### config.mk
export PLATFORM = sky130hd
export DESIGN_NAME = serial_frame_field_decoder_unit
export DESIGN_NICKNAME = d
export VERILOG_FILES = /design/src/sv/sffd_pkg.sv /design/src/sv/sffd_cfg.sv /design/src/sv/sffd_decode.sv /design/src/sv/serial_frame_field_decoder_unit.sv
export SDC_FILE = /design/constraint.sdc
export NUM_CORES = 1
export LEC_CHECK = 0
export CORE_MARGIN = 3
export CORE_UTILIZATION = 58
export DETAILED_ROUTE_END_ITERATION = 16
export DONT_BUFFER_PORTS = 1
export PLACE_DENSITY = 0.74
export RECOVER_POWER = 50
export SYNTH_ARGS = -nofsm -noshare
export SYNTH_HDL_FRONTEND = slang
export SYNTH_SLANG_ARGS = --single-unit
### constraint.sdc
create_clock -name clk -period 12.6 [get_ports clk]
set_input_delay 1.89 -clock clk [delete_from_list [all_inputs] [get_ports clk]]
set_output_delay 1.89 -clock clk [all_outputs]
set_load 0.05 [all_outputs]
### src/sv/sffd_pkg.sv
// Shared types, constants and length decoding for the serial frame field decoder.
`timescale 1ns / 1ps
package sffd_pkg;

	localparam int unsigned AddrWidth = 4;
	localparam int unsigned DataWidth = 32;

	localparam logic [1:0] REG_VERSION  = 2'd0;
	localparam logic [1:0] REG_ACK_EN   = 2'd1;
	localparam logic [1:0] REG_ACK_BYTE = 2'd2;

	localparam logic [1:0] VERSION_RESET   = 2'd2;
	localparam logic       ACK_EN_RESET    = 1'b0;
	localparam logic [7:0] ACK_BYTE_RESET  = 8'd126;
	localparam logic [7:0] ACK_V1_VALUE    = 8'h7E;
	localparam logic [1:0] VERSION_V10     = 2'd0;

	localparam logic [3:0] KIND_UNEXPECTED = 4'd0;
	localparam logic [3:0] KIND_BREAK      = 4'd1;
	localparam logic [3:0] KIND_ID1        = 4'd2;
	localparam logic [3:0] KIND_ID2        = 4'd3;
	localparam logic [3:0] KIND_INSTR1     = 4'd4;
	localparam logic [3:0] KIND_INSTR2     = 4'd5;
	localparam logic [3:0] KIND_DATA0      = 4'd6;
	localparam logic [3:0] KIND_DATA       = 4'd7;
	localparam logic [3:0] KIND_CRC1       = 4'd8;
	localparam logic [3:0] KIND_CRC2       = 4'd9;
	localparam logic [3:0] KIND_ACK        = 4'd10;

	typedef enum logic [3:0] {
		ST_IDLE  = 4'd0,
		ST_ID1   = 4'd1,
		ST_ID2   = 4'd2,
		ST_INS1  = 4'd3,
		ST_INS2  = 4'd4,
		ST_DATA0 = 4'd5,
		ST_DATA  = 4'd6,
		ST_CRC1  = 4'd7,
		ST_CRC2  = 4'd8,
		ST_ACK   = 4'd9
	} frame_state_t;

	typedef struct packed {
		logic [7:0] rx_byte;
		logic       is_break;
		logic       framing_error;
		logic       line_toggling;
	} ev_item_t;

	typedef struct packed {
		logic [3:0]  field_kind;
		logic [7:0]  field_byte;
		logic [6:0]  data_index;
		logic [7:0]  frame_length;
		logic [15:0] received_crc;
		logic        break_expected;
		logic        byte_error;
		logic        header_toggling;
		logic        reception_failed;
		logic        byte_missed;
		logic        packet_start;
		logic        packet_end;
	} field_item_t;

	typedef struct packed {
		logic [1:0] protocol_version;
		logic       ack_enable;
		logic [7:0] expected_ack;
	} cfg_t;

	typedef struct packed {
		frame_state_t frame_state;
		logic [7:0]   id_first;
		logic [7:0]   id_second;
		logic [7:0]   bytes_left;
		logic [15:0]  crc_word;
	} dec_state_t;

	function automatic logic [2:0] ones6(input logic [5:0] v);
		logic [2:0] n;
		n = 3'd0;
		for (int i = 0; i < 6; i++) begin
			n = n + {2'b00, v[i]};
		end
		return n;
	endfunction

	function automatic logic [7:0] payload_length(input logic [1:0] ver,
			input logic [7:0] id1, input logic [7:0] id2);
		logic [2:0] len3;
		logic [7:0] len8;
		logic [7:0] res;
		len3 = id2[5:3];
		len8 = {5'd0, len3};
		if (ver[1]) begin
			if (!id2[1]) begin
				if (len3 == 3'd6) res = 8'd18;
				else if (len3 == 3'd7) res = 8'd24;
				else res = {len8[6:0], 1'b0};
			end else begin
				if (len3 == 3'd0) res = 8'd6;
				else if (len3 == 3'd6) res = 8'd84;
				else if (len3 == 3'd7) res = 8'd128;
				else res = (len8 << 3) + (len8 << 2);
			end
		end else if (!id1[0]) begin
			res = 8'(ones6({3'b000, id2[4:2]})) * 8'd6;
		end else if (ver == VERSION_V10) begin
			res = 8'(ones6(id2[7:2])) * 8'd6;
		end else begin
			res = ({2'b00, id2[7:2]} + 8'd1) << 1;
		end
		return res;
	endfunction

endpackage

### src/sv/sffd_cfg.sv
// Register file for the decoder settings behind an APB-style port.
`timescale 1ns / 1ps
module sffd_cfg (
	input  logic                            clk,
	input  logic                            arst_n,
	input  logic                            psel,
	input  logic                            penable,
	input  logic                            pwrite,
	input  logic [sffd_pkg::AddrWidth-1:0]  paddr,
	input  logic [sffd_pkg::DataWidth-1:0]  pwdata,
	output logic [sffd_pkg::DataWidth-1:0]  prdata,
	output logic                            pready,
	output sffd_pkg::cfg_t                  cfg
);

	sffd_pkg::cfg_t cfg_q;
	logic           wr_en;

	assign pready = 1'b1;
	assign wr_en  = psel & penable & pwrite & pready;
	assign cfg    = cfg_q;

	always_ff @(posedge clk or negedge arst_n) begin
		if (!arst_n) begin
			cfg_q.protocol_version <= sffd_pkg::VERSION_RESET;
			cfg_q.ack_enable       <= sffd_pkg::ACK_EN_RESET;
			cfg_q.expected_ack     <= sffd_pkg::ACK_BYTE_RESET;
		end else if (wr_en) begin
			unique case (paddr[3:2])
				sffd_pkg::REG_VERSION:  cfg_q.protocol_version <= pwdata[1:0];
				sffd_pkg::REG_ACK_EN:   cfg_q.ack_enable <= pwdata[0];
				sffd_pkg::REG_ACK_BYTE: cfg_q.expected_ack <= pwdata[7:0];
				default: ;
			endcase
		end
	end

	always_comb begin
		unique case (paddr[3:2])
			sffd_pkg::REG_VERSION:  prdata = {30'd0, cfg_q.protocol_version};
			sffd_pkg::REG_ACK_EN:   prdata = {31'd0, cfg_q.ack_enable};
			sffd_pkg::REG_ACK_BYTE: prdata = {24'd0, cfg_q.expected_ack};
			default:                prdata = '0;
		endcase
	end

endmodule

### src/sv/sffd_decode.sv
// Field labeling and next frame state for one receiver event.
`timescale 1ns / 1ps
module sffd_decode (
	input  sffd_pkg::cfg_t       cfg,
	input  sffd_pkg::dec_state_t cur,
	input  sffd_pkg::ev_item_t   ev,
	output sffd_pkg::dec_state_t nxt,
	output sffd_pkg::field_item_t res
);

	logic       v2;
	logic       in_frame;
	logic       byte_path;
	logic [7:0] b;
	logic [7:0] id2_eff;
	logic [7:0] len;
	logic [7:0] diff;
	logic [7:0] ack_exp;
	logic       ack_follows;

	assign v2        = cfg.protocol_version[1];
	assign b         = ev.rx_byte;
	assign in_frame  = (cur.frame_state != sffd_pkg::ST_IDLE) &
		(cur.frame_state <= sffd_pkg::ST_ACK);
	assign byte_path = in_frame & ~ev.is_break;
	assign id2_eff   = (cur.frame_state == sffd_pkg::ST_ID2) ? b : cur.id_second;
	assign len       = sffd_pkg::payload_length(cfg.protocol_version, cur.id_first, id2_eff);
	assign diff      = len - cur.bytes_left;
	assign ack_exp   = v2 ? cfg.expected_ack : sffd_pkg::ACK_V1_VALUE;
	assign ack_follows = cfg.ack_enable & (v2 ? ~cur.id_second[0] : ~cur.id_first[1]);

	always_comb begin
		nxt = cur;
		res = '0;
		res.byte_error   = ev.framing_error;
		res.field_byte   = ev.is_break ? 8'd0 : b;
		res.byte_missed  = ev.is_break & in_frame;
		if (!in_frame) begin
			res.header_toggling = ev.line_toggling;
		end
		if (ev.is_break) begin
			res.field_kind   = sffd_pkg::KIND_BREAK;
			res.packet_start = 1'b1;
			nxt.frame_state  = sffd_pkg::ST_ID1;
		end else if (!in_frame) begin
			res.field_kind     = sffd_pkg::KIND_UNEXPECTED;
			res.break_expected = 1'b1;
			nxt.frame_state    = sffd_pkg::ST_IDLE;
		end else begin
			unique case (cur.frame_state)
				sffd_pkg::ST_ID1: begin
					res.field_kind  = sffd_pkg::KIND_ID1;
					nxt.id_first    = b;
					nxt.frame_state = sffd_pkg::ST_ID2;
				end
				sffd_pkg::ST_ID2: begin
					res.field_kind = sffd_pkg::KIND_ID2;
					nxt.id_second  = b;
					nxt.bytes_left = len;
					if (v2 && b[2]) nxt.frame_state = sffd_pkg::ST_INS1;
					else if (len == 8'd0) nxt.frame_state = sffd_pkg::ST_CRC1;
					else nxt.frame_state = sffd_pkg::ST_DATA0;
				end
				sffd_pkg::ST_INS1: begin
					res.field_kind  = sffd_pkg::KIND_INSTR1;
					nxt.frame_state = sffd_pkg::ST_INS2;
				end
				sffd_pkg::ST_INS2: begin
					res.field_kind  = sffd_pkg::KIND_INSTR2;
					nxt.frame_state = (cur.bytes_left == 8'd0) ?
						sffd_pkg::ST_CRC1 : sffd_pkg::ST_DATA0;
				end
				sffd_pkg::ST_DATA0, sffd_pkg::ST_DATA: begin
					res.field_kind = (cur.frame_state == sffd_pkg::ST_DATA0) ?
						sffd_pkg::KIND_DATA0 : sffd_pkg::KIND_DATA;
					res.data_index  = diff[6:0];
					nxt.frame_state = (cur.bytes_left <= 8'd1) ?
						sffd_pkg::ST_CRC1 : sffd_pkg::ST_DATA;
					if (cur.bytes_left != 8'd0) nxt.bytes_left = cur.bytes_left - 8'd1;
				end
				sffd_pkg::ST_CRC1: begin
					res.field_kind  = sffd_pkg::KIND_CRC1;
					nxt.crc_word    = {8'd0, b};
					nxt.frame_state = sffd_pkg::ST_CRC2;
				end
				sffd_pkg::ST_CRC2: begin
					res.field_kind = sffd_pkg::KIND_CRC2;
					nxt.crc_word = v2 ? (cur.crc_word | {b, 8'd0}) : {cur.crc_word[7:0], b};
					res.received_crc = nxt.crc_word;
					if (ack_follows) begin
						nxt.frame_state = sffd_pkg::ST_ACK;
					end else begin
						nxt.frame_state = sffd_pkg::ST_IDLE;
						res.packet_end  = 1'b1;
					end
				end
				sffd_pkg::ST_ACK: begin
					res.field_kind       = sffd_pkg::KIND_ACK;
					res.reception_failed = (b != ack_exp);
					nxt.bytes_left       = 8'd0;
					nxt.frame_state      = sffd_pkg::ST_IDLE;
					res.packet_end       = 1'b1;
				end
				default: begin
					res.field_kind  = sffd_pkg::KIND_UNEXPECTED;
					nxt.frame_state = sffd_pkg::ST_IDLE;
				end
			endcase
			if (byte_path && cur.frame_state != sffd_pkg::ST_ID1) begin
				res.frame_length = len;
			end
		end
	end

endmodule

### src/sv/serial_frame_field_decoder_unit.sv
// Top level of the serial frame field decoder: input stage, decode and result register.
`timescale 1ns / 1ps
// An accepted event is held in the input stage, then decoded into the result register.
// One event per cycle; field_stall on a full result register stalls a full input stage.
// The frame state is updated as an event moves from the input stage into the result register.
// Reset clears the frame state to idle, empties both stages and loads the register defaults.
module serial_frame_field_decoder_unit (
	input  logic                            clk,
	input  logic                            arst_n,
	input  logic                            ev_valid,
	output logic                            ev_stall,
	input  sffd_pkg::ev_item_t              ev_item,
	output logic                            field_valid,
	input  logic                            field_stall,
	output sffd_pkg::field_item_t           field_item,
	input  logic                            psel,
	input  logic                            penable,
	input  logic                            pwrite,
	input  logic [sffd_pkg::AddrWidth-1:0]  paddr,
	input  logic [sffd_pkg::DataWidth-1:0]  pwdata,
	output logic [sffd_pkg::DataWidth-1:0]  prdata,
	output logic                            pready
);

	sffd_pkg::cfg_t        cfg;
	sffd_pkg::ev_item_t    item_s1;
	logic                  valid_s1;
	logic                  valid_s2;
	sffd_pkg::field_item_t res_s2;
	sffd_pkg::field_item_t res_d;
	sffd_pkg::dec_state_t  state_q;
	sffd_pkg::dec_state_t  state_d;
	logic                  adv_s2;
	logic                  adv_s1;
	logic                  ev_xfer;

	sffd_cfg u_cfg (
		.clk     (clk),
		.arst_n  (arst_n),
		.psel    (psel),
		.penable (penable),
		.pwrite  (pwrite),
		.paddr   (paddr),
		.pwdata  (pwdata),
		.prdata  (prdata),
		.pready  (pready),
		.cfg     (cfg)
	);

	sffd_decode u_decode (
		.cfg (cfg),
		.cur (state_q),
		.ev  (item_s1),
		.nxt (state_d),
		.res (res_d)
	);

	assign adv_s2      = ~valid_s2 | ~field_stall;
	assign adv_s1      = valid_s1 & adv_s2;
	assign ev_stall    = valid_s1 & ~adv_s2;
	assign ev_xfer     = ev_valid & ~ev_stall;
	assign field_valid = valid_s2;
	assign field_item  = res_s2;

	always_ff @(posedge clk or negedge arst_n) begin
		if (!arst_n) begin
			valid_s1 <= 1'b0;
			valid_s2 <= 1'b0;
			state_q.frame_state <= sffd_pkg::ST_IDLE;
			state_q.id_first    <= 8'd0;
			state_q.id_second   <= 8'd0;
			state_q.bytes_left  <= 8'd0;
			state_q.crc_word    <= 16'd0;
		end else begin
			if (ev_xfer) begin
				valid_s1 <= 1'b1;
			end else if (adv_s1) begin
				valid_s1 <= 1'b0;
			end
			if (adv_s2) begin
				valid_s2 <= valid_s1;
			end
			if (adv_s1) begin
				state_q <= state_d;
			end
		end
	end

	always_ff @(posedge clk) begin
		if (ev_xfer) begin
			item_s1 <= ev_item;
		end
		if (adv_s1) begin
			res_s2 <= res_d;
		end
	end

	a_break_starts_frame: assert property (@(posedge clk) disable iff (!arst_n)
		adv_s1 && item_s1.is_break |=> state_q.frame_state == sffd_pkg::ST_ID1)
		else $error("break transfer did not move the frame state to ID1");

	a_start_is_break: assert property (@(posedge clk) disable iff (!arst_n)
		valid_s2 |-> (res_s2.packet_start == (res_s2.field_kind == sffd_pkg::KIND_BREAK)))
		else $error("packet start flag disagrees with field kind");

	a_missing_on_break: assert property (@(posedge clk) disable iff (!arst_n)
		valid_s2 && res_s2.byte_missed |-> res_s2.packet_start)
		else $error("missing byte reported on a field that is not a break");

	a_stall_needs_item: assert property (@(posedge clk) disable iff (!arst_n)
		ev_stall |-> valid_s1 && valid_s2)
		else $error("input stalled while the pipeline has room");

	a_idle_after_end: assert property (@(posedge clk) disable iff (!arst_n)
		adv_s1 && res_d.packet_end |=> state_q.frame_state == sffd_pkg::ST_IDLE)
		else $error("frame state not idle after the end of a packet");

endmodule
# Yosys cells after proc, flatten, opt, wreduce, memory -nomap -nowiden

Index checks and enable logic that the tools add are counted.

Register bits after elaboration: 112
Word-level logic and storage cells: 140
Input port bits: 54

Multiply operators: 2
Reduce and logical (&&, ||, !) cells: 26
Bitwise gates (word level): 23
Add/sub/neg operators: 9
Multiplexer cells: 34
Magnitude comparators: 2
Equality and inequality tests: 16

Operator list:

| kind                  | number |
|---|---|
| $mux W8               | 10 |
| $pmux W8 S3           | 2 |
| $pmux W16 S2          | 1 |
| $pmux W4 S8           | 1 |
| $pmux W4 S7           | 1 |
| $eq A4 B3 Y1 const B  | 4 |
| $logic_not A8 Y1      | 2 |
| $mux W16              | 1 |
| $or A16 B16 Y16       | 1 |
| $add A3 B1 Y3         | 4 |
| $mux W4               | 3 |
| $not A1 Y1            | 12 |
| $reduce_and A4 Y1     | 3 |
| $reduce_or A3 Y1      | 4 |
| $mul A3 B2 Y5 const B | 2 |
| $mux W5               | 2 |
| $and A1 B1 Y1         | 9 |
| $mux W1               | 9 |
| $eq A4 B2 Y1 const B  | 2 |
| $eq A4 B4 Y1 const B  | 2 |
| $le A8 B1 Y1 const B  | 1 |
| $ne A8 B8 Y1          | 1 |
| $reduce_bool A8 Y1    | 1 |
| $sub A8 B1 Y8 const B | 1 |
| 25 further kinds      | 33 |

# Logic depth before layout (Yosys ltp)

Depth in word-level cells: 17
Gate-level depth with buffers: 23
Depth with buffers taken out: 21

# Modules after synthesis

From an unflattened synthesis, not the netlist that was laid out.

Cells, all modules: 661
Area, all modules: 7,279.5 um^2

Modules (own cells, without submodules):

| module                          | times used | cells each | area each (um^2) | sequential area each (um^2) |
|---|---|---|---|---|
| serial_frame_field_decoder_unit | 1          | 162        | 3,757.4          | 2,982.9 |
| sffd_decode                     | 1          | 433        | 2,797.7          | 0.0 |
| sffd_cfg                        | 1          | 66         | 724.4            | 284.0 |

# Worst setup path before layout

OpenSTA, ideal clock, no wires.

Path type: flip-flop to flip-flop
Start: reg state_q[43] in the netlist's numbering
End: reg res_s2 (netlist bit field_item[37]), data pin
Buffers on the path: 1
Cell stages (with the launch flop): 22
Arrival: 5.705 ns
Period minus slack after synthesis: 5.963 ns
Path slack: 6.637 ns
Required time: 12.342 ns
Path through: dfrtp_1 nor4b_4 buf_6 mux2_2 inv_1 fa_1 inv_1 fa_1 ha_1 fa_1 ha_1 inv_1 fa_1 o21ai_0 a2111oi_2 o32ai_2 ha_1 a21oi_1 o21ai_0 a311oi_1 xnor2_1 nor2_1

Elaborated cells between the ends (all ways): 33

RTL lines:

| item                       | line                                  | source |
|---|---|---|
| start, declared            | serial_frame_field_decoder_unit.sv:31 | `sffd_pkg::dec_state_t state_q;` |
| start signal, assigned     | serial_frame_field_decoder_unit.sv:84 | `state_q <= state_d;` |
| $eq A4 B2 Y1 *             | sffd_decode.sv:26                     | `assign id2_eff = (cur.frame_state == sffd_pkg::ST_ID2) ? b : cur.id_second;` |
| $mux W8 *                  | -                                     |  |
| net u_decode.id2_eff[4]    | sffd_decode.sv:15                     | `logic [7:0] id2_eff;` |
| $add A3 B1 Y3 (4 in a row) | sffd_pkg.sv:83                        | `n = n + {2'b00, v[i]};` |
| $mul A3 B2 Y5              | sffd_pkg.sv:109                       | `res = 8'(ones6(id2[7:2])) * 8'd6;` |
| $mux W8                    | sffd_pkg.sv:108                       | `end else if (ver == VERSION_V10) begin` |
| $mux W8                    | sffd_pkg.sv:106                       | `end else if (!id1[0]) begin` |
| $mux W8 *                  | sffd_pkg.sv:95                        | `if (ver[1]) begin` |
| net u_decode.len[3]        | sffd_decode.sv:16                     | `logic [7:0] len;` |
| $sub A7 B7 Y7 *            | sffd_decode.sv:28                     | `assign diff = len - cur.bytes_left;` |
| end signal, assigned       | serial_frame_field_decoder_unit.sv:94 | `res_s2 <= res_d;` |
| end, declared              | serial_frame_field_decoder_unit.sv:29 | `sffd_pkg::field_item_t res_s2;` |

The timed path passes the listed nets; every way through them passes the cells marked *.
A chain may end at the register's enable or synchronous reset.

# Worst setup path after layout

Start: reg state_q[40] in the netlist's numbering
End: reg res_s2 (netlist bit field_item[37]), data pin

Cells in the longest elaborated chain, start to end: 12
Elaborated cells between the ends (all ways): 33

Ends and longest elaborated chain:

| item                       | line |
|---|---|
| $eq A4 B2 Y1 *             | sffd_decode.sv:26 |
| $mux W8 *                  | - |
| $add A1 B1 Y2              | sffd_pkg.sv:83 |
| $add A3 B1 Y3 (4 in a row) | sffd_pkg.sv:83 |
| $mul A3 B2 Y5              | sffd_pkg.sv:109 |
| $mux W8                    | sffd_pkg.sv:108 |
| $mux W8                    | sffd_pkg.sv:106 |
| $mux W8 *                  | sffd_pkg.sv:95 |
| net u_decode.len[3]        | sffd_decode.sv:16 |
| $sub A7 B7 Y7 *            | sffd_decode.sv:28 |

Marked as above.

==> qor.yml <==
outcome:
  status: "finished with violations"
  failed_checks: "max-capacitance violations, max-slew violations"
sta:
  tns_ns: 0
  hold_viol: 0
  finalClockSkew_ns: 0.0115
  report.final.slew_viol_count: 111
  fin_ws_ns: 5.57
  hold_ws_ns: 0.438
  slew_headroom: -0.919
  rsz0062_at_grt: "false"
  max_freq_mhz: 142
  period_share: 0.558
  finalSetupViolations: 0
  period_needed_ns: 7.03
  worst_pin_slew_ns: 2.88
final_layout:
  post-route-util: 0.609
  fin_nets: 702
  fin_cells: 764
  layout-drive-gt1-share: 0.0897
  n_fill_cell: 908
  antennaDiodeCount: 0
  area_growth_pct: 1.79
  design_area_sq_mm: 0.00663
critical_path:
  worst_path_max_delay_cell: "mux2i_1"
  worst-r2r-cell-count: 20
  critPathMaxFanout: 24
  worstPathRequired_ns: 12.74
  crit_buf_inv: 3
  crit_type: "flip-flop to flip-flop"
  arrival_ns: 7.18
  cp_cell_sequence: "nor4b_4 > buf_4 > mux2i_1 > fa_1 > inv_1 > fa_1 > ha_1 > fa_1 > ha_1 > inv_1 > fa_1 > o21ai_0 > a2111oi_2 > o32ai_2 > ha_1 > a21oi_1 > o21ai_0 > a311oi_1 > xnor2_1 > nor2_1"
  path_common_cell: "fa_1"
  critPathTopFamily: "adder cells"
  path_depth: 20
  endpoint_kind: "flip-flop"
  cpPeakStageDelay_ns: 0.77
  crit_path_start_kind: "flip-flop"
logic_synthesis:
  syn-cell-area_sq_mm: 0.00651
  synth_edf_count: 60
  syn_avg_cell_area_sq_um: 10.2
  yosysUniqueCellTypes: 76
  yosysWarnings: 0
  syn_inst: 639
  synth_seq_cells: 111
  postSynth.asyncResetShare: 0.459
  synth_flop_cell: "edfxtp_1"
  synth_seq_area_share: 0.474
clocking:
  cts_setup_buffers: 0
  clockRootBuffer: "clkbuf_8"
  hold_buffers: 0
  cts_htree_levels: 3
  max-clock-path-buffers: 2
  cts_tree: "yes"
  cts_buffers: 9
  cts.clk_slew.worst_paths_ns: 0.11
  cts.sinks: 111
  cts-resized-gates: 0
  insertion_delay_ns: 0.38
place:
  io_buffers: 0
  gp_congestion: 0.943
  dpl_cell_area_sq_mm: 0.00646
  dp_cells: 748
  dp_slack_ns: 5.61
  dp_hpwl_um: 10200
floorplanning:
  dieArea_sq_mm: 0.0125
  std_cell_rows: 38
  die_h_um: 112
  core_sq_mm: 0.0109
  start_util: 0.598
  die_x_um: 112
  ios: 139
drt:
  drtAntennaViolNets: 0
  via_per_inst: 6.14
  num_vias: 4693
  drt-pass1-iter-count: 5
  drt_iter0_drc: 342
  drc: 0
  avgRoutedWirePerCell_um: 18.9
  wl_um: 14400
global_route:
  antenna_found_initial: 0
  grt_overflow: 0
  grt_max_degree: 59
  grt_pass1_vias: 4449
  grt_pass1_wl_um: 23300
  grt_use_total: 0.232
power_and_ir_drop:
  finalPower_mw: 1.80
  ir_drop_mv: 0.229
  p_leak_nw: 2.58
  powerDensity_mw_per_mm2: 271
flow_run:
  cap_violations: 2
worst_hold_path:
  whs_path_depth: 0
  min_path_type: "flip-flop to flip-flop"
synth_stat cells (all sizes together), types with 3 or more instances:
library cell / instances / area (sq um)
o22a: 3 / 27.5
mux2i: 23 / 230
nor3b: 4 / 30.0
clkbuf: 23 / 86.3
o22ai: 13 / 81.3
or2: 5 / 31.3
a211oi: 5 / 37.5
a22oi: 3 / 22.5
o21ai: 46 / 230
inv: 39 / 146
dfstp: 7 / 184
mux2: 19 / 218
ha: 22 / 275
buf: 35 / 251
and2: 10 / 62.6
nand2b: 11 / 68.8
nor3: 9 / 45.0
nand4: 4 / 25.0
nor2: 63 / 236
nand2: 48 / 180
a31oi: 4 / 25.0
fa: 7 / 140
a21oi: 44 / 235
a221oi: 4 / 35.0
xor2: 5 / 43.8
nor2b: 14 / 87.6
dfrtp: 44 / 1100
and3: 3 / 18.8
nand3: 6 / 30.0
nand3b: 8 / 60.1
xnor2: 5 / 43.8
edfxtp: 60 / 1800
routing by layer:
layer  GRT usage  routed length, um
met1       0.329               6430
met2       0.367               6780
met3      0.0500                961
met4      0.0609                244
met5           0                  0
where the power goes:
group / leakage (nW) / switching (mW) / internal, mW
combinational: 1.27 / 0.587 / 0.424
clock: 0.0834 / 0.124 / 0.0747
sequential: 1.23 / 0.134 / 0.452
total: 2.58 / 0.846 / 0.951
cell type report:
class                   count  area (sq um)  share of cell area
clock buffers              11           131              0.0198
clock inverters             5          42.5             0.00642
inverters                  40           151              0.0228
multi-input cells         454          3030               0.457
flip-flops and latches    111          3090               0.466
well taps                 140           175              0.0264
repair buffers              3          15.0             0.00226
final timing paths:
check	slack (ns)	end	start
min in group asynchronous	1.19	state_q[22]	arst_n
setup reg to reg	5.57	field_item[37]	state_q[40]
hold / removal	0.44	field_item[5]	item_s1[1]
setup / recovery	5.57	field_item[37]	state_q[40]
max in group asynchronous	11.21	u_cfg.cfg[2]	arst_n
hold reg to reg	0.44	field_item[5]	item_s1[1]
layout by cell type (no fill, tap or decap), types with 5 or more instances in the layout:
cell,count
nor2_1,63
edfxtp_1,60
nand2_1,48
dfrtp_1,44
a21oi_1,42
o21ai_0,41
inv_1,38
conb_1,26
mux2i_1,23
ha_1,22
mux2_2,18
nor2b_1,14
o22ai_1,13
nand2b_1,11
nor3_1,9
clkbuf_8,9
nand3b_1,8
and2_1,8
fa_1,7
nand3_1,6
dfstp_2,6
xnor2_1,5
o21ai_1,5
a211oi_1,5
xor2_1,5
logic make-up after synthesis:
family / after synthesis / share of synthesized area
AND/OR/NAND/NOR: 196 / 0.150
AO/OA/AOI/OAI: 151 / 0.154
multiplexers: 42 / 0.0688
other: 2 / 0.00115
XOR/XNOR: 10 / 0.0134
buffers and inverters: 98 / 0.0751
adder cells (fa/ha/maj): 29 / 0.0638
flip-flops: 111 / 0.474
state kept, by name (all words and copies together), names as in the netlist:
signal and flops:
field_item 49, valid_s1 1, item_s1 11, field_valid 1, state_q 38, u_cfg.cfg 11
Note: power is estimated with default switching activity, not from simulation.
